--- src/rtl/crr_pkg.sv ---
`timescale 1ns / 1ps
// ----------------------------------------------------------------------------
// crr_pkg
// Shared types, constants and saturating fixed-point helpers for the
// cardiac reaction rate pipeline.
// ----------------------------------------------------------------------------
package crr_pkg;

    typedef logic signed [31:0] t_word;

    localparam t_word WORD_MAX = 32'sh7fff_ffff;
    localparam t_word WORD_MIN = 32'sh8000_0000;

    // configuration register index
    localparam int CFG_IDX_W = 4;
    typedef enum logic [CFG_IDX_W-1:0] {
        CFG_K   = 4'd0,
        CFG_A   = 4'd1,
        CFG_B   = 4'd2,
        CFG_IC  = 4'd3,
        CFG_EPS = 4'd4,
        CFG_MU1 = 4'd5,
        CFG_MU2 = 4'd6,
        CFG_KA  = 4'd7
    } t_cfg_idx;

    typedef struct packed {
        t_word k;
        t_word a;
        t_word b;
        t_word ic;
        t_word eps;
        t_word mu1;
        t_word mu2;
        t_word ka;
    } t_cfg;

    // divider: quotient bits resolved, plus entry and exit registers
    localparam int DIV_QBITS = 32;
    localparam int DIV_LAT   = DIV_QBITS + 2;

    // stress unit latency (lookup, interpolation, two products)
    localparam int STRESS_LAT = 6;

    localparam longint S28 = 64'sd1 << 28;

    // saturate a wide signed value to 32 bits
    function automatic t_word crr_sat(input logic signed [63:0] x);
        t_word r;
        if (x > 64'sd2147483647) begin
            r = WORD_MAX;
        end else if (x < -64'sd2147483648) begin
            r = WORD_MIN;
        end else begin
            r = x[31:0];
        end
        return r;
    endfunction

    function automatic t_word crr_add(input t_word a, input t_word b);
        logic signed [63:0] x;
        x = a;
        x = x + b;
        return crr_sat(x);
    endfunction

    function automatic t_word crr_sub(input t_word a, input t_word b);
        logic signed [63:0] x;
        x = a;
        x = x - b;
        return crr_sat(x);
    endfunction

    function automatic t_word crr_neg(input t_word a);
        logic signed [63:0] x;
        x = a;
        x = -x;
        return crr_sat(x);
    endfunction

    // floor(a*b / 2^frac), saturated
    function automatic t_word crr_qmul(input t_word a, input t_word b, input int frac);
        logic signed [63:0] p;
        p = a * b;
        return crr_sat(p >>> frac);
    endfunction

    // unsigned n / d by shift and subtract, nonnegative operands (elaboration only)
    function automatic longint crr_udiv(input longint n, input longint d);
        logic [63:0] nu;
        logic [63:0] du;
        logic [63:0] q;
        logic [63:0] r;
        nu = n;
        du = d;
        q  = '0;
        r  = '0;
        for (int i = 63; i >= 0; i--) begin
            r = {r[62:0], nu[i]};
            if (r >= du) begin
                r    = r - du;
                q[i] = 1'b1;
            end
        end
        return longint'(q);
    endfunction

    // exp(-f) for 0 <= f <= 1, Q28 (elaboration only)
    function automatic longint crr_exp_series(input longint f);
        longint sum;
        longint term;
        sum  = S28;
        term = S28;
        for (int i = 1; i <= 24; i++) begin
            term = crr_udiv((term * f) >> 28, longint'(i));
            if ((i % 2) == 1) begin
                sum = sum - term;
            end else begin
                sum = sum + term;
            end
        end
        return (sum < 0) ? 64'sd0 : sum;
    endfunction

    // exp(-x) for x >= 0, Q28 (elaboration only)
    function automatic longint crr_exp_neg(input longint x);
        longint n;
        longint r;
        longint e1;
        n  = x >> 28;
        r  = crr_exp_series(x & (S28 - 1));
        e1 = crr_exp_series(S28);
        if (n > 64) begin
            r = 0;
        end else begin
            for (int i = 0; i < 64; i++) begin
                if (i < n && r != 0) begin
                    r = (r * e1) >> 28;
                end
            end
        end
        return r;
    endfunction

    // Gompertz factor at t (Q28), rounded to frac bits (elaboration only)
    function automatic longint crr_gomp_point(input longint t, input int frac);
        longint inner;
        longint den;
        longint outer;
        longint g;
        if (t >= 0) begin
            inner = crr_exp_neg(t);
        end else begin
            den   = crr_exp_neg(-t);
            inner = (den == 0) ? (64'sd1 << 40) : crr_udiv(S28 * S28, den);
        end
        outer = crr_exp_neg(inner);
        g     = crr_udiv(S28 + 9 * outer, 64'sd10);
        return (g + (64'sd1 << (27 - frac))) >> (28 - frac);
    endfunction

endpackage

--- src/rtl/crr_cfg.sv ---
`timescale 1ns / 1ps
// ----------------------------------------------------------------------------
// crr_cfg
// Model constant register file with write channel; always ready.
// ----------------------------------------------------------------------------
module crr_cfg
    import crr_pkg::*;
(
    input  logic                 i_clk,
    input  logic                 i_rst_n,
    input  logic                 i_valid,
    output logic                 o_ready,
    input  logic [CFG_IDX_W-1:0] i_index,
    input  logic [31:0]          i_data,
    output t_cfg                 o_cfg
);

    t_cfg r_cfg;

    assign o_ready = 1'b1;
    assign o_cfg   = r_cfg;

    // register writes; unknown indexes are dropped
    always_ff @(posedge i_clk) begin
        if (!i_rst_n) begin
            r_cfg.k   <= 32'sd524288;
            r_cfg.a   <= 32'sd9830;
            r_cfg.b   <= 32'sd9830;
            r_cfg.ic  <= 32'sd65536;
            r_cfg.eps <= 32'sd131;
            r_cfg.mu1 <= 32'sd13107;
            r_cfg.mu2 <= 32'sd19661;
            r_cfg.ka  <= 32'sd0;
        end else if (i_valid) begin
            unique case (t_cfg_idx'(i_index))
                CFG_K:   r_cfg.k   <= i_data;
                CFG_A:   r_cfg.a   <= i_data;
                CFG_B:   r_cfg.b   <= i_data;
                CFG_IC:  r_cfg.ic  <= i_data;
                CFG_EPS: r_cfg.eps <= i_data;
                CFG_MU1: r_cfg.mu1 <= i_data;
                CFG_MU2: r_cfg.mu2 <= i_data;
                CFG_KA:  r_cfg.ka  <= i_data;
                default: ;
            endcase
        end
    end

endmodule

--- config.mk ---
export PLATFORM = sky130hd
export DESIGN_NAME = crr_cfg
export DESIGN_NICKNAME = d
export VERILOG_FILES = /design/src/rtl/crr_pkg.sv /design/src/rtl/crr_cfg.sv
export SDC_FILE = /design/constraint.sdc
export NUM_CORES = 1
export LEC_CHECK = 0
export BUFFER_PORTS_ARGS = -buffer_cell sky130_fd_sc_hd__buf_2
export CORE_MARGIN = 2
export CORE_UTILIZATION = 30
export DETAILED_ROUTE_END_ITERATION = 12
export PLACE_DENSITY = 0.55
export SYNTH_ARGS = -nofsm -noshare
export SYNTH_HDL_FRONTEND = slang
export SYNTH_SLANG_ARGS = --single-unit
--- constraint.sdc ---
create_clock -name i_clk -period 2.3 [get_ports i_clk]
set_input_delay 0.23 -clock i_clk [delete_from_list [all_inputs] [get_ports i_clk]]
set_output_delay 0.23 -clock i_clk [all_outputs]
set_load 0.01 [all_outputs]
==> flow_summary_export.csv, run 1 <==
group,metric,value,unit
run_status,outcome,"complete, no violations",
synthesis,syn_avg_cell_area,10.2,µm²
clocking,clk-insertion-delay-late,530,ps
cells_and_area,regArea,5120,µm²
worst_setup_path,crit_buf_inv,1,
die,fp.dieArea,32200,µm²
worst_setup_path,cp-end-kind,"output pin",
grt,grt_first_pass_wirelength,42900,µm
cells_and_area,drive_above_1_share,30.6,%
synthesis,netlist_top_cells_area,"dfxtp_1, mux2i_1, nand2_1",
sta,worst_pin_slew,647,ps
worst_setup_path,r2r-start,"o_cfg[144]$_SDFFE_PN1P_",
synthesis,syn_nets,943,
cells_and_area,finalNetCount,1232,
grt,met2_usage,27.6,%
sta,slew_headroom,56.8,%
worst_hold_path,min-delay-start,"i_data[11]",
die,die_h,179,µm
grt,grt_use_met3,4.68,%
sta,worst_slack,1010,ps
synthesis,synth_seq_cells,256,
clocking,post_cts_resized,0,
clocking,cts_tree,"yes",
route,vias,7413,
worst_setup_path,cpPeakStageDelay,380,ps
sta,fin_tns_setup,0,ps
pwr,p_per_area,781,nW/µm²
pwr,power.total,9520,µW
die,core_area,30400,µm²
worst_setup_path,cp.required,2070,ps
placement,place_ws,463,ps
route,viasPerCell,4.61,
sta,finalCriticalPeriod,1290,ps
worst_setup_path,reg2reg_to,"o_cfg[144]$_SDFFE_PN1P_",
sta,setup_viol,0,
sta,hold_violations,0,
grt,top_usage_layer,"met2",
cells_and_area,area_growth,32.1,%
cells_and_area,layout_common_cells,"buf_2, dfxtp_1, nand2_1",
clocking,cts_made_buffers,28,
route,postRouteAntennaNets,0,
synthesis,synth.yosys.seq_area_share,55.6,%
placement,hpwl,20100,µm
route,dr.pass1.iters,6,
route,avgRoutedWirePerCell,18.4,µm
die,die-width,179,µm
cells_and_area,post-route-util,40.0,%
clocking,post-cts-setup-buffer-count,0,
placement,port-buffer-count,294,
synthesis,synthCells,904,
worst_setup_path,r2r_cells,2,
cells_and_area,fill_cells,3060,
clocking,ctsHoldBuffers,6,
worst_setup_path,crit_family,"flip-flops",
cells_and_area,final_common_cell,"buf_2",
die,rows,64,
grt,antenna_found_initial,2,
worst_setup_path,crit_path_start_kind,"flip-flop",
clocking,clk_pin_slew_worst_paths,60,ps
synthesis,synth_cell_type_count,23,
synthesis,synth_top_area_cell,"dfxtp_1",
die,start_util,30.3,%
worst_setup_path,cp-startpoint,"o_cfg[144]$_SDFFE_PN1P_",
pwr,leakagePower,0.00630,µW
sta,fin_crit_sh,56.0,%
grt,grt_pass1_vias,7056,
sta,report.final.slew_viol_count,0,
grt,grt_max_degree,50,
die,io_pins,296,
clocking,htreeDepth,1,
grt,grt_overflow,0,
worst_setup_path,crit_arrival,1060,ps
sta,fin_hold_ws,28.8,ps
synthesis,synth_area,9230,µm²
grt,grtUsageMet1,23.1,%
clocking,clockBufferDepth,3,
route,postRouteWirelength,29600,µm
cells_and_area,largest_reg_flops,256,
synthesis,ys_warn_count,0,
grt,track_usage,17.4,%
route,drc,0,
worst_setup_path,crit_chain,"buf_2",
sta,rsz0062_at_grt,"false",
clocking,cts_sinks,256,
worst_setup_path,slowest_stage,"dfxtp_1",
sta,max_freq,776,MHz
worst_hold_path,min_to,"o_cfg[43]$_SDFFE_PN1P_",
run,cap_violations,0,
worst_setup_path,cp_max_fo,2,
worst_hold_path,hold_class,"primary input to flip-flop",
sta,fin_skew,0,ps
worst_setup_path,r2r_slack,1590,ps
route,drtIter0Drc,312,
synthesis,yosysTopAreaCellShare,55.6,%
cells_and_area,multiInputGateArea,3760,µm²
placement,gp_congestion,0.786,
worst_setup_path,crit_type,"flip-flop to output pin",
clocking,root_buffer,"clkbuf_16",
pwr,vdd_ir_drop_max,0.000392,V
worst_hold_path,whs_path_depth,3,
-- through the flow --
stage          instances  cell area [µm²]
5_1_grt             1609            12200
6_report            1609            12200
2_1_floorplan        904             9230
3_5_place_dp        1553            11200
3_3_place_gp        1553            11200
4_1_cts             1607            12200
-- metal layers --
metal | vias up | routed length [µm]
met2 | 235 | 13400
met4 | 0 | 790
met5 | - | 0
met3 | 42 | 2100
li1 | 3594 | -
met1 | 3542 | 13200
-- how the worst max path moves through the flow --
stage,cells past startpoint,to
3_5_place_dp,5,o_cfg[242]$_SDFFE_PN0P_
2_1_floorplan,6,o_cfg[247]$_SDFFE_PN0P_
4_1_cts,1,o_cfg[139]
6_report,1,o_cfg[144]
5_1_grt,6,o_cfg[152]$_SDFFE_PN0P_
3_3_place_gp,5,o_cfg[245]$_SDFFE_PN0P_
-- synth_stat cells (all sizes together) --
library cell / count
clkbuf: 40
conb: 1
buf: 26
o211ai: 28
nand2: 256
nand3b: 1
nand2b: 2
nor2: 2
o21ai: 29
inv: 16
or3: 2
nor2b: 9
o31ai: 2
dfxtp: 256
nor3b: 1
or2: 2
o311ai: 1
mux2i: 225
nand3: 4
or3b: 1
-- cell type report --
type	count	area share (%)
Clock buffer	42	7.09
Sequential cell	256	42.1
Antenna cell	2	0.0411
Multi-Input combinational cell	566	30.9
Inverter	16	0.493
Clock inverter	6	0.472
Timing Repair Buffer	325	14.9
Tap cell	396	4.07
-- power breakdown --
group	switching [µW]	leakage, µW	internal [µW]	total, µW
sequential	30.2	0.00207	4500	4530
combinational	352	0.00377	178	529
clock	1790	0.000457	2680	4470
total	2170	0.00630	7350	9520
-- kinds of logic (layout without fill, tap and decap cells) --
family,after synthesis,in the layout,synth area share [%]
muxes,225,225,24.4
AOI/OAI and AO/OA,60,60,4.11
DFF,256,256,55.6
buffers and inverters,82,389,3.89
and+or+nand+nor,280,280,12.0
other,1,3,0.0406
(Power assumes the default switching activity.)
==> inputs of run 2 (changes only) <==
Clock period 2.3 ns to 1.2 ns, I/O delays scaled along.
==> run 2 against run 1 <==
Effect of this change: the run now ends with hold timing left; critical path depth is the same; flip-flop and latch count unchanged; total power is 99% higher; largest cell class unchanged; die area stayed put.
==> flow_summary_export.csv, run 2 (synthesis gave the netlist of run 1 again) <==
group,metric,value,unit
run_status,outcome,"complete, but fails checks",
run_status,violations,"hold timing",
worst_setup_path,r2r_cells,2,
route,dr.pass1.iters,4,
route,wl_met3,1940,µm
worst_setup_path,crit_type,"flip-flop to output pin",
pwr,leakagePower,0.00654,µW
die,io_pins,296,
grt,antenna_found_initial,0,
worst_setup_path,slowest_stage,"dfxtp_1",
worst_setup_path,crit_buf_inv,1,
sta,fin_skew,0,ps
worst_setup_path,cp_max_fo,2,
sta,fin_hold_ws,-7.72,ps
clocking,post-cts-setup-buffer-count,0,
cells_and_area,area_growth,38.0,%
cells_and_area,largest_reg_flops,256,
sta,report.final.slew_viol_count,0,
cells_and_area,finalNetCount,1264,
sta,hold_violations,3,
die,fp.dieArea,32200,µm²
clocking,htreeDepth,1,
cells_and_area,final_common_cell,"buf_2",
placement,hpwl,20800,µm
route,avgRoutedWirePerCell,18.2,µm
clocking,cts_tree,"yes",
die,start_util,30.3,%
clocking,cts_sinks,256,
grt,grt_pass1_vias,7266,
die,die_h,179,µm
grt,grt_first_pass_wirelength,43800,µm
clocking,clockBufferDepth,3,
worst_setup_path,crit_family,"flip-flops",
worst_setup_path,crit_arrival,1040,ps
die,rows,64,
clocking,root_buffer,"clkbuf_16",
route,postRouteWirelength,29800,µm
cells_and_area,diodes,0,
clocking,cts_made_buffers,28,
placement,place_ws,-417,ps
die,die-width,179,µm
clocking,clk_pin_slew_worst_paths,70,ps
worst_setup_path,worst-path-stages,1,
worst_setup_path,crit_chain,"buf_2",
die,core_area,30400,µm²
route,wl_met1,13500,µm
cells_and_area,layout_common_cells,"buf_2, nand2_1, dfxtp_1",
cells_and_area,design_area,12700,µm²
placement,port-buffer-count,294,
cells_and_area,drive_above_1_share,33.3,%
route,vias,7510,
sta,setup_viol,0,
route,drtIter0Drc,308,
route,highest_layer,"met4",
placement,placed_area,11500,µm²
pwr,vdd_ir_drop_max,0.00111,V
worst_setup_path,crit_path_start_kind,"flip-flop",
grt,track_usage,17.8,%
route,postRouteAntennaNets,0,
worst_hold_path,hold_class,"primary input to flip-flop",
pwr,p_per_area,1490,nW/µm²
grt,grt_max_degree,47,
worst_setup_path,cp.required,1080,ps
route,drc,0,
sta,worst_slack,41.8,ps
worst_setup_path,cpPeakStageDelay,340,ps
worst_hold_path,whs_path_depth,3,
clocking,clk-insertion-delay-late,540,ps
placement,gp_congestion,0.771,
route,met2_length,13600,µm
route,viasPerCell,4.58,
sta,max_freq,863,MHz
sta,finalCriticalPeriod,1160,ps
sta,fin_crit_sh,96.5,%
run,cap_violations,0,
grt,grt_overflow,0,
worst_setup_path,cp-end-kind,"output pin",
==> run 2: cell types whose count changed in the layout (fill, tap and decap cells not counted), moves of 11 or more <==
cell | previous run | this run
dfxtp_2 | 0 | 20
buf_2 | 293 | 278
dlygate4sd3_1 | 6 | 19
buf_4 | 18 | 37
dfxtp_1 | 256 | 236
buf_12 | 7 | 18
==> run 2: final timing paths <==
| path | start | to | slack, ps |
|---|---|---|---|
| min | i_data[22] | o_cfg[54]$_SDFFE_PN0P_ | -8 |
| max | o_cfg[64]$_SDFFE_PN1P_ | o_cfg[64] | 40 |
| max reg2reg | o_cfg[144]$_SDFFE_PN1P_ | o_cfg[144]$_SDFFE_PN1P_ | 530 |
| min reg2reg | o_cfg[118]$_SDFFE_PN0P_ | o_cfg[118]$_SDFFE_PN0P_ | 450 |
==> run 2: cell type report <==
class / instances / area (µm²)
repair buffers: 357 / 2280
inverters: 16 / 60.1
well taps: 396 / 495
flip-flops and latches: 256 / 5150
fillers: 3065 / 17700
clock inverters: 12 / 163
clock buffers: 38 / 810
multi-input cells: 566 / 3770
==> run 2: what timing repair did <==
action / 4_1_cts / 5_1_grt
endpoints found under the hold margin: 44 / 0
pin swaps: 0 / 0
endpoints found under the setup margin: 6 / 31
hold buffers: 19 / 0
gates resized for setup: 6 / 32
cloned: 0 / 0
==> run 2: per-layer routing <==
layer  up-vias  GRT usage (%)
met5         -              0
met4         0           5.41
met3        44           3.92
met2       221           28.8
met1      3580           23.6
li1       3665              -
==> run 2: report_power, final <==
part           total [µW]  leakage, µW  internal (µW)  switching (µW)
clock                9120     0.000482           5550            3570
sequential           8680      0.00207           8620            61.2
combinational        1130      0.00398            435             694
total               18900      0.00654          14600            4330
==> run 2: worst min-delay path: cells and delay by family <==
| kind | cells | cell delay [ps] |
|---|---|---|
| buf+inv | 1 | 90 |
| mux | 1 | 150 |
| simple gates | 1 | 130 |
==> run 2: per-stage QoR <==
step | cells | TNS (ps) | power [µW] | util, % | hold slack, ps
2_1_floorplan | 904 | -15380 | 9410 | - | 268
3_3_place_gp | 1572 | -66350 | 9940 | 37.7 | 416
3_5_place_dp | 1572 | -66620 | 9950 | 37.7 | 416
4_1_cts | 1641 | 0 | 19200 | 41.6 | 27.0
5_1_grt | 1641 | -3.20 | 19600 | 41.8 | 6.79
6_report | 1641 | 0 | 18900 | 41.8 | -7.72
