--- src/rtl/crr_pkg.sv ---
`timescale 1ns / 1ps
// ----------------------------------------------------------------------------
// crr_pkg
// Shared types, constants and saturating fixed-point helpers for the
// cardiac reaction rate pipeline.
// ----------------------------------------------------------------------------
package crr_pkg;

    typedef logic signed [31:0] t_word;

    localparam t_word WORD_MAX = 32'sh7fff_ffff;
    localparam t_word WORD_MIN = 32'sh8000_0000;

    // configuration register index
    localparam int CFG_IDX_W = 4;
    typedef enum logic [CFG_IDX_W-1:0] {
        CFG_K   = 4'd0,
        CFG_A   = 4'd1,
        CFG_B   = 4'd2,
        CFG_IC  = 4'd3,
        CFG_EPS = 4'd4,
        CFG_MU1 = 4'd5,
        CFG_MU2 = 4'd6,
        CFG_KA  = 4'd7
    } t_cfg_idx;

    typedef struct packed {
        t_word k;
        t_word a;
        t_word b;
        t_word ic;
        t_word eps;
        t_word mu1;
        t_word mu2;
        t_word ka;
    } t_cfg;

    // divider: quotient bits resolved, plus entry and exit registers
    localparam int DIV_QBITS = 32;
    localparam int DIV_LAT   = DIV_QBITS + 2;

    // stress unit latency (lookup, interpolation, two products)
    localparam int STRESS_LAT = 6;

    localparam longint S28 = 64'sd1 << 28;

    // saturate a wide signed value to 32 bits
    function automatic t_word crr_sat(input logic signed [63:0] x);
        t_word r;
        if (x > 64'sd2147483647) begin
            r = WORD_MAX;
        end else if (x < -64'sd2147483648) begin
            r = WORD_MIN;
        end else begin
            r = x[31:0];
        end
        return r;
    endfunction

    function automatic t_word crr_add(input t_word a, input t_word b);
        logic signed [63:0] x;
        x = a;
        x = x + b;
        return crr_sat(x);
    endfunction

    function automatic t_word crr_sub(input t_word a, input t_word b);
        logic signed [63:0] x;
        x = a;
        x = x - b;
        return crr_sat(x);
    endfunction

    function automatic t_word crr_neg(input t_word a);
        logic signed [63:0] x;
        x = a;
        x = -x;
        return crr_sat(x);
    endfunction

    // floor(a*b / 2^frac), saturated
    function automatic t_word crr_qmul(input t_word a, input t_word b, input int frac);
        logic signed [63:0] p;
        p = a * b;
        return crr_sat(p >>> frac);
    endfunction

    // unsigned n / d by shift and subtract, nonnegative operands (elaboration only)
    function automatic longint crr_udiv(input longint n, input longint d);
        logic [63:0] nu;
        logic [63:0] du;
        logic [63:0] q;
        logic [63:0] r;
        nu = n;
        du = d;
        q  = '0;
        r  = '0;
        for (int i = 63; i >= 0; i--) begin
            r = {r[62:0], nu[i]};
            if (r >= du) begin
                r    = r - du;
                q[i] = 1'b1;
            end
        end
        return longint'(q);
    endfunction

    // exp(-f) for 0 <= f <= 1, Q28 (elaboration only)
    function automatic longint crr_exp_series(input longint f);
        longint sum;
        longint term;
        sum  = S28;
        term = S28;
        for (int i = 1; i <= 24; i++) begin
            term = crr_udiv((term * f) >> 28, longint'(i));
            if ((i % 2) == 1) begin
                sum = sum - term;
            end else begin
                sum = sum + term;
            end
        end
        return (sum < 0) ? 64'sd0 : sum;
    endfunction

    // exp(-x) for x >= 0, Q28 (elaboration only)
    function automatic longint crr_exp_neg(input longint x);
        longint n;
        longint r;
        longint e1;
        n  = x >> 28;
        r  = crr_exp_series(x & (S28 - 1));
        e1 = crr_exp_series(S28);
        if (n > 64) begin
            r = 0;
        end else begin
            for (int i = 0; i < 64; i++) begin
                if (i < n && r != 0) begin
                    r = (r * e1) >> 28;
                end
            end
        end
        return r;
    endfunction

    // Gompertz factor at t (Q28), rounded to frac bits (elaboration only)
    function automatic longint crr_gomp_point(input longint t, input int frac);
        longint inner;
        longint den;
        longint outer;
        longint g;
        if (t >= 0) begin
            inner = crr_exp_neg(t);
        end else begin
            den   = crr_exp_neg(-t);
            inner = (den == 0) ? (64'sd1 << 40) : crr_udiv(S28 * S28, den);
        end
        outer = crr_exp_neg(inner);
        g     = crr_udiv(S28 + 9 * outer, 64'sd10);
        return (g + (64'sd1 << (27 - frac))) >> (28 - frac);
    endfunction

endpackage

--- src/rtl/crr_div.sv ---
`timescale 1ns / 1ps
// ----------------------------------------------------------------------------
// crr_div
// Pipelined restoring divider: (num * 2^FRAC_BITS) / den, truncated toward
// zero and saturated. One quotient bit per stage.
// ----------------------------------------------------------------------------
module crr_div
    import crr_pkg::*;
#(
    parameter int FRAC_BITS = 16
) (
    input  logic  i_clk,
    input  t_word i_num,
    input  t_word i_den,
    output t_word o_quot
);

    localparam int NW = 33 + FRAC_BITS;

    typedef struct packed {
        logic [31:0] rem;
        logic [31:0] low;
        logic [31:0] quot;
        logic [31:0] dn;
        logic        neg;
        logic        ovf;
        logic        nz;
    } t_dstage;

    t_dstage       r_s [DIV_QBITS+1];
    t_dstage       n_pre;
    t_dstage       n_s [DIV_QBITS];
    t_word         r_quot;
    logic [32:0]   an;
    logic [32:0]   dn33;
    logic [NW-1:0] nsh;

    // magnitudes, overflow check and first partial remainder
    always_comb begin
        an   = i_num[31] ? (33'd0 - {i_num[31], i_num}) : {1'b0, i_num};
        dn33 = i_den[31] ? (33'd0 - {i_den[31], i_den}) : {1'b0, i_den};
        nsh  = NW'(an) << FRAC_BITS;
        n_pre.rem  = 32'(nsh >> 32);
        n_pre.low  = nsh[31:0];
        n_pre.quot = '0;
        n_pre.dn   = dn33[31:0];
        n_pre.neg  = i_num[31] ^ i_den[31];
        n_pre.ovf  = 65'(nsh) >= {dn33[31:0], 33'd0} >> 1;
        n_pre.nz   = (i_num != '0);
    end

    // one trial subtraction per stage
    always_comb begin
        logic [32:0] tr;
        logic        bit_q;
        for (int i = 0; i < DIV_QBITS; i++) begin
            tr    = {r_s[i].rem, r_s[i].low[31]};
            bit_q = (tr >= {1'b0, r_s[i].dn});
            n_s[i]      = r_s[i];
            n_s[i].rem  = bit_q ? 32'(tr - {1'b0, r_s[i].dn}) : tr[31:0];
            n_s[i].low  = {r_s[i].low[30:0], 1'b0};
            n_s[i].quot = {r_s[i].quot[30:0], bit_q};
        end
    end

    always_ff @(posedge i_clk) begin
        r_s[0] <= n_pre;
        for (int i = 0; i < DIV_QBITS; i++) begin
            r_s[i+1] <= n_s[i];
        end
    end

    // sign and saturation
    always_ff @(posedge i_clk) begin
        if (!r_s[DIV_QBITS].nz) begin
            r_quot <= '0;
        end else if (r_s[DIV_QBITS].ovf) begin
            r_quot <= r_s[DIV_QBITS].neg ? WORD_MIN : WORD_MAX;
        end else if (r_s[DIV_QBITS].neg) begin
            r_quot <= (r_s[DIV_QBITS].quot > 32'h8000_0000) ? WORD_MIN
                                                            : 32'(32'd0 - r_s[DIV_QBITS].quot);
        end else begin
            r_quot <= r_s[DIV_QBITS].quot[31] ? WORD_MAX : r_s[DIV_QBITS].quot;
        end
    end

    assign o_quot = r_quot;

endmodule

--- config.mk ---
export PLATFORM = sky130hd
export DESIGN_NAME = crr_div
export DESIGN_NICKNAME = d
export VERILOG_FILES = /design/src/rtl/crr_pkg.sv /design/src/rtl/crr_div.sv
export SDC_FILE = /design/constraint.sdc
export NUM_CORES = 2
export LEC_CHECK = 0
export BUFFER_PORTS_ARGS = -buffer_cell sky130_fd_sc_hd__buf_2
export CAP_MARGIN = 20
export CORE_MARGIN = 3
export CORE_UTILIZATION = 45
export CTS_CLUSTER_DIAMETER = 60
export DETAILED_ROUTE_END_ITERATION = 16
export MAX_ROUTING_LAYER = met4
export PLACE_DENSITY = 0.61
export SYNTH_ARGS = -nofsm -noshare
export SYNTH_HDL_FRONTEND = slang
export SYNTH_MEMORY_MAX_BITS = 65536
export SYNTH_SLANG_ARGS = --single-unit
--- constraint.sdc ---
create_clock -name i_clk -period 8.9 [get_ports i_clk]
set_clock_uncertainty 0.05 [all_clocks]
set_input_delay 0.89 -clock i_clk [delete_from_list [all_inputs] [get_ports i_clk]]
set_output_delay 0.89 -clock i_clk [all_outputs]
set_load 0.1 [all_outputs]
==> flow_summary.html <==
<table>
<tr><th>Metric</th><th>Value</th></tr>
<tr><th colspan="2">Timing</th></tr>
<tr><td>Total negative slack</td><td>0 ns</td></tr>
<tr><td>Highest Clock Rate</td><td>196 MHz</td></tr>
<tr><td>Worst-case hold slack</td><td>0.0996 ns</td></tr>
<tr><td>Final Hold Viols</td><td>0</td></tr>
<tr><td>Unrepaired setup endpoints after global routing</td><td>false</td></tr>
<tr><td>Final Slew Violations</td><td>0</td></tr>
<tr><td>Final setup viols</td><td>0</td></tr>
<tr><td>Part of the cycle the worst path needs</td><td>57.3%</td></tr>
<tr><td>Final period demand of the worst path</td><td>5.10 ns</td></tr>
<tr><td>Remaining max-slew budget at the tightest pin</td><td>14.6%</td></tr>
<tr><td>Transition at the pin with the smallest max-transition slack</td><td>1.28 ns</td></tr>
<tr><th colspan="2">Worst setup path</th></tr>
<tr><td>Critical path buffers and inverters</td><td>1</td></tr>
<tr><td>Worst setup EP type</td><td>flop</td></tr>
<tr><td>Reg-to-reg startpoint</td><td>r_s[0][3514]</td></tr>
<tr><td>Cell repeated most along the worst path</td><td>or4_1</td></tr>
<tr><td>Series of cell instances along the critical path</td><td>buf_2 -&gt; or4_1 -&gt; or4_1 -&gt; or2_1 -&gt; or3_1 -&gt; nand2b_1 -&gt; o41ai_1 -&gt; xnor2_1 -&gt; ha_1 -&gt; nand4_1 -&gt; nor4_1 -&gt; nand4b_1 -&gt; or4_1 -&gt; nor4_1 -&gt; nand3_1 -&gt; nand4_1 -&gt; and4_1</td></tr>
<tr><td>Cell count of the worst reg-to-reg path</td><td>15</td></tr>
<tr><td>Reg-to-Reg End</td><td>r_s[0][3768]</td></tr>
<tr><td>Startpoint class of the critical path</td><td>primary input</td></tr>
<tr><td>Total stage count of the critical path</td><td>17</td></tr>
<tr><td>Capturing element of the worst setup path</td><td>r_s[0][1]</td></tr>
<tr><td>Flop2flop setup slack</td><td>3.93 ns</td></tr>
<tr><td>Maximum cell stage delay along the critical path</td><td>0.58 ns</td></tr>
<tr><td>Worst EP arrival</td><td>5.85 ns</td></tr>
<tr><td>Worst setup path class</td><td>primary input to flop</td></tr>
<tr><td>Top cell family by delay on the critical path</td><td>simple AND/OR/NAND/NOR gates</td></tr>
<tr><td>CP Launch Point</td><td>i_num[8]</td></tr>
<tr><td>Critical path data required time</td><td>9.65 ns</td></tr>
<tr><td>Top fanout value on the critical path</td><td>6</td></tr>
<tr><td>Crit path max-delay cell type</td><td>or4_1</td></tr>
<tr><th colspan="2">Placed design</th></tr>
<tr><td>Instance count after placement with tap cells included</td><td>16,255</td></tr>
<tr><td>Post-detailed-placement cell area</td><td>126,000 sq um</td></tr>
<tr><td>Final weighted congestion in routability-driven placement</td><td>0.937</td></tr>
<tr><td>Buffers on Ports</td><td>96</td></tr>
<tr><td>Detailed-placement wirelength estimate</td><td>255,000 microns</td></tr>
<tr><th colspan="2">Power and ir drop</th></tr>
<tr><td>Maximum resistive drop on vdd</td><td>0.187 mV</td></tr>
<tr><td>Clk network pwr share</td><td>23.1%</td></tr>
<tr><td>Pwr/cell area</td><td>412 nW/um^2</td></tr>
<tr><td>Net Switching</td><td>0.0217 W</td></tr>
<tr><td>Share of total power in sequential cells</td><td>32.4%</td></tr>
<tr><td>Switching portion of total power</td><td>38.5%</td></tr>
<tr><td>Cell Int Power</td><td>0.0347 W</td></tr>
<tr><td>Power share of the combinational group</td><td>44.5%</td></tr>
<tr><td>Leakage Power</td><td>62.5 nW</td></tr>
<tr><th colspan="2">Yosys</th></tr>
<tr><td>Share of synthesized flip-flops with an asynchronous set or reset</td><td>0%</td></tr>
<tr><td>Share of synthesized area occupied by flip-flops and latches</td><td>46.6%</td></tr>
<tr><td>Seq cells post-synth</td><td>2,828</td></tr>
<tr><td>Number of synthesis warnings</td><td>0</td></tr>
<tr><td>Prevailing post-synth register cell</td><td>dfxtp_1</td></tr>
<tr><td>Cells after synthesis</td><td>12,823</td></tr>
<tr><td>Avg Inst Size Synth</td><td>9.48 sq um</td></tr>
<tr><td>Post-synthesis cell type count</td><td>101</td></tr>
<tr><td>Cell area after synthesis</td><td>122,000 sq um</td></tr>
<tr><td>Number of enable flip-flop cells after synthesis</td><td>0</td></tr>
<tr><th colspan="2">Hold path</th></tr>
<tr><td>Kind of path behind the tightest hold check</td><td>primary input to flop</td></tr>
<tr><td>Number of instances on the worst hold path</td><td>1</td></tr>
<tr><th colspan="2">Route</th></tr>
<tr><td>Final WL</td><td>320,000 microns</td></tr>
<tr><td>Number of detailed-routing iterations run before antenna repair</td><td>6</td></tr>
<tr><td>DRC violation count after routing</td><td>0</td></tr>
<tr><td>Mean routed wirelength per cell</td><td>19.0 microns</td></tr>
<tr><td>Post-DR vias/cell</td><td>5.27</td></tr>
<tr><td>Antenna viol nets, final</td><td>0</td></tr>
<tr><td>Number of DRC violations after detailed-routing iteration 0</td><td>4,450</td></tr>
<tr><td>Via count</td><td>88,853</td></tr>
<tr><th colspan="2">GRT</th></tr>
<tr><td>Number of global-route vias before repair</td><td>90,827</td></tr>
<tr><td>Global-route wire length before repair</td><td>497,000 microns</td></tr>
<tr><td>Number of antenna violations at the first check in global routing</td><td>17</td></tr>
<tr><td>Maximum number of pins on one net before global-route repair</td><td>65</td></tr>
<tr><td>Overall global routing resource usage</td><td>23.1%</td></tr>
<tr><td>Overflow left after global routing</td><td>0</td></tr>
<tr><th colspan="2">Layout</th></tr>
<tr><td>Area growth syn-to-layout</td><td>12.5%</td></tr>
<tr><td>Final Cell Area</td><td>137,000 sq um</td></tr>
<tr><td>Final standard cell utilization of the core</td><td>50.9%</td></tr>
<tr><td>Final net count</td><td>14,142</td></tr>
<tr><td>Share of post-route cells with drive strength above 1</td><td>8.23%</td></tr>
<tr><td>Number of inserted filler cells in the final layout</td><td>24,356</td></tr>
<tr><td>Final cell count without fillers</td><td>16,870</td></tr>
<tr><th colspan="2">Clock network</th></tr>
<tr><td>Number of instances resized during post-cts repair</td><td>0</td></tr>
<tr><td>Clock-pin slew reported for the worst setup and hold paths after clock tree synthesis</td><td>0.06 ns</td></tr>
<tr><td>Inserted Clock Buffers</td><td>312</td></tr>
<tr><td>CTS tree</td><td>done</td></tr>
<tr><td>Setup Fix Bufs, Post-CTS</td><td>0</td></tr>
<tr><td>Root buffer selected by CTS</td><td>clkbuf_16</td></tr>
<tr><td>CTS H-tree depth</td><td>5</td></tr>
<tr><td>Number of buffers inserted for hold repair after clock tree synthesis</td><td>0</td></tr>
<tr><td>Clock Latency Late Sink</td><td>0.89 ns</td></tr>
<tr><td>Buffers from clock root to sink, at most</td><td>4</td></tr>
<tr><td># clock sinks</td><td>2,828</td></tr>
<tr><th colspan="2">Floorplan</th></tr>
<tr><td>Total die area</td><td>276,000 sq um</td></tr>
<tr><td>Starting Density</td><td>45.3%</td></tr>
<tr><td>Width of the die</td><td>526 microns</td></tr>
<tr><td>Num ports</td><td>97</td></tr>
<tr><td>Placeable core region</td><td>268,000 sq um</td></tr>
<tr><td>Row count</td><td>190</td></tr>
<tr><td>Die boundary height</td><td>526 microns</td></tr>
<tr><th colspan="2">Status</th></tr>
<tr><td>Status</td><td>complete, no violations</td></tr>
<tr><th colspan="2">Run</th></tr>
<tr><td>Max-cap violation count</td><td>0</td></tr>
</table>
## power by group through the flow
| stage | Clock (W) | Combinational, W | Sequential [W] |
|---|---|---|---|
| 5_1_grt | 0.0139 | 0.0279 | 0.0186 |
| 2_1_floorplan | 0 | 0.0190 | 0.0179 |
| 3_3_place_gp | 0 | 0.0244 | 0.0185 |
| 6_report | 0.0130 | 0.0251 | 0.0183 |
| 3_5_place_dp | 0 | 0.0248 | 0.0185 |
| 4_1_cts | 0.0134 | 0.0250 | 0.0183 |
## synth_stat cells (52+ instances only)
cell      count  area share [%]
nand4_1     153            0.79
inv_1      1281             4.0
or3_1        52            0.27
a21oi_1    1089             4.5
dfxtp_1    2828              47
o21a_1      163             1.0
xor2_1      342             2.5
clkbuf_1    224            0.69
nor3_1      158            0.65
nand3_1     160            0.66
o21ai_0     793             3.3
nor2_1      800             2.5
a31oi_1      85            0.44
o21bai_1    103            0.64
a211oi_1     81            0.50
nand2b_1    175            0.90
and3_1       67            0.34
and2_1       58            0.30
ha_1       1029              11
a21o_1      453             2.8
o31ai_1      80            0.49
nor4_1       56            0.29
xnor2_1     538             3.9
nor2b_1     174            0.90
nand2_1     821             2.5
mux2_2      275             2.5
## cells in the final DEF, fill, tap and decap left out, types with 43 or more instances in the layout
cell type     n
o31ai_1      80
buf_2        98
a211oi_1     80
a21o_1      453
xor2_1      342
and3_1       67
nand4_1     153
clkbuf_16   316
nand2b_1    175
o21bai_1    102
or3_1        52
nand3_1     160
nor4_1       54
diode_2      55
nor3_1      158
xnor2_1     538
inv_1      1281
nor2_1      800
a21oi_1    1087
and2_1       58
or2_2        46
o41ai_1      43
nand2_1     819
clkbuf_1     48
ha_1       1029
buf_4        48
a31oi_1      85
dfxtp_1    2827
mux2_2      275
o21ai_0     792
nor2b_1     173
o21a_1      162
clkbuf_8     69
## sequential cells by signal (all words and copies together), names as in the netlist
| name | cells |
|---|---|
| o_quot | 32 |
| r_s | 2796 |
## layout make-up
cell class,instances,area [sq um],area share (%)
Antenna cell,55,138,0.101
Clock buffer,433,9040,6.61
Clock inverter,127,1550,1.14
Inverter,1283,4820,3.52
Multi-Input combinational cell,8445,59300,43.3
Sequential cell,2828,56600,41.4
Tap cell,3552,4440,3.25
Timing Repair Buffer,147,855,0.625
## kinds of logic (layout without fill, tap and decap cells)
family	after synthesis	count (layout)	share of synthesized area, %
AO/OA/AOI/OAI	3332	3332	17.0
XOR/XNOR	880	880	6.34
adder cells (fa/ha/maj)	1060	1060	11.1
buffers and inverters	1551	1990	4.86
flip-flops	2828	2828	46.6
multiplexers	306	306	2.81
other	1	57	0.00309
AND/OR/NAND/NOR	2865	2865	11.3
## metrics by stage
| step | setup WS (ns) | power, W |
|---|---|---|
| 2_1_floorplan | 4.11 | 0.0369 |
| 3_3_place_gp | 2.95 | 0.0430 |
| 3_5_place_dp | 2.92 | 0.0434 |
| 4_1_cts | 3.88 | 0.0567 |
| 5_1_grt | 3.58 | 0.0604 |
| 6_report | 3.80 | 0.0564 |
## how the worst min path moves through the flow
stage / from / endpoint / slack (ns)
CTS: i_num[0] / r_s[0][82] / 0.009
finish: i_num[0] / r_s[0][82] / 0.1
detailed placement: r_s[0][1211] / r_s[0][1342] / 0.26
global placement: r_s[0][2652] / r_s[0][2783] / 0.26
floorplan: r_s[0][869] / r_s[0][1000] / 0.26
global route: i_num[0] / r_s[0][82] / 0.04
## layer usage
metal / GRT usage (%) / wire (microns) / up-vias
li1: - / - / 44721
met5: - / 0 / -
met4: 13.7 / 21300 / 0
met1: 22.7 / 120000 / 41568
met3: 2.40 / 9480 / 834
met2: 43.8 / 169000 / 1730
No activity file was read; power rests on OpenSTA's default activity.
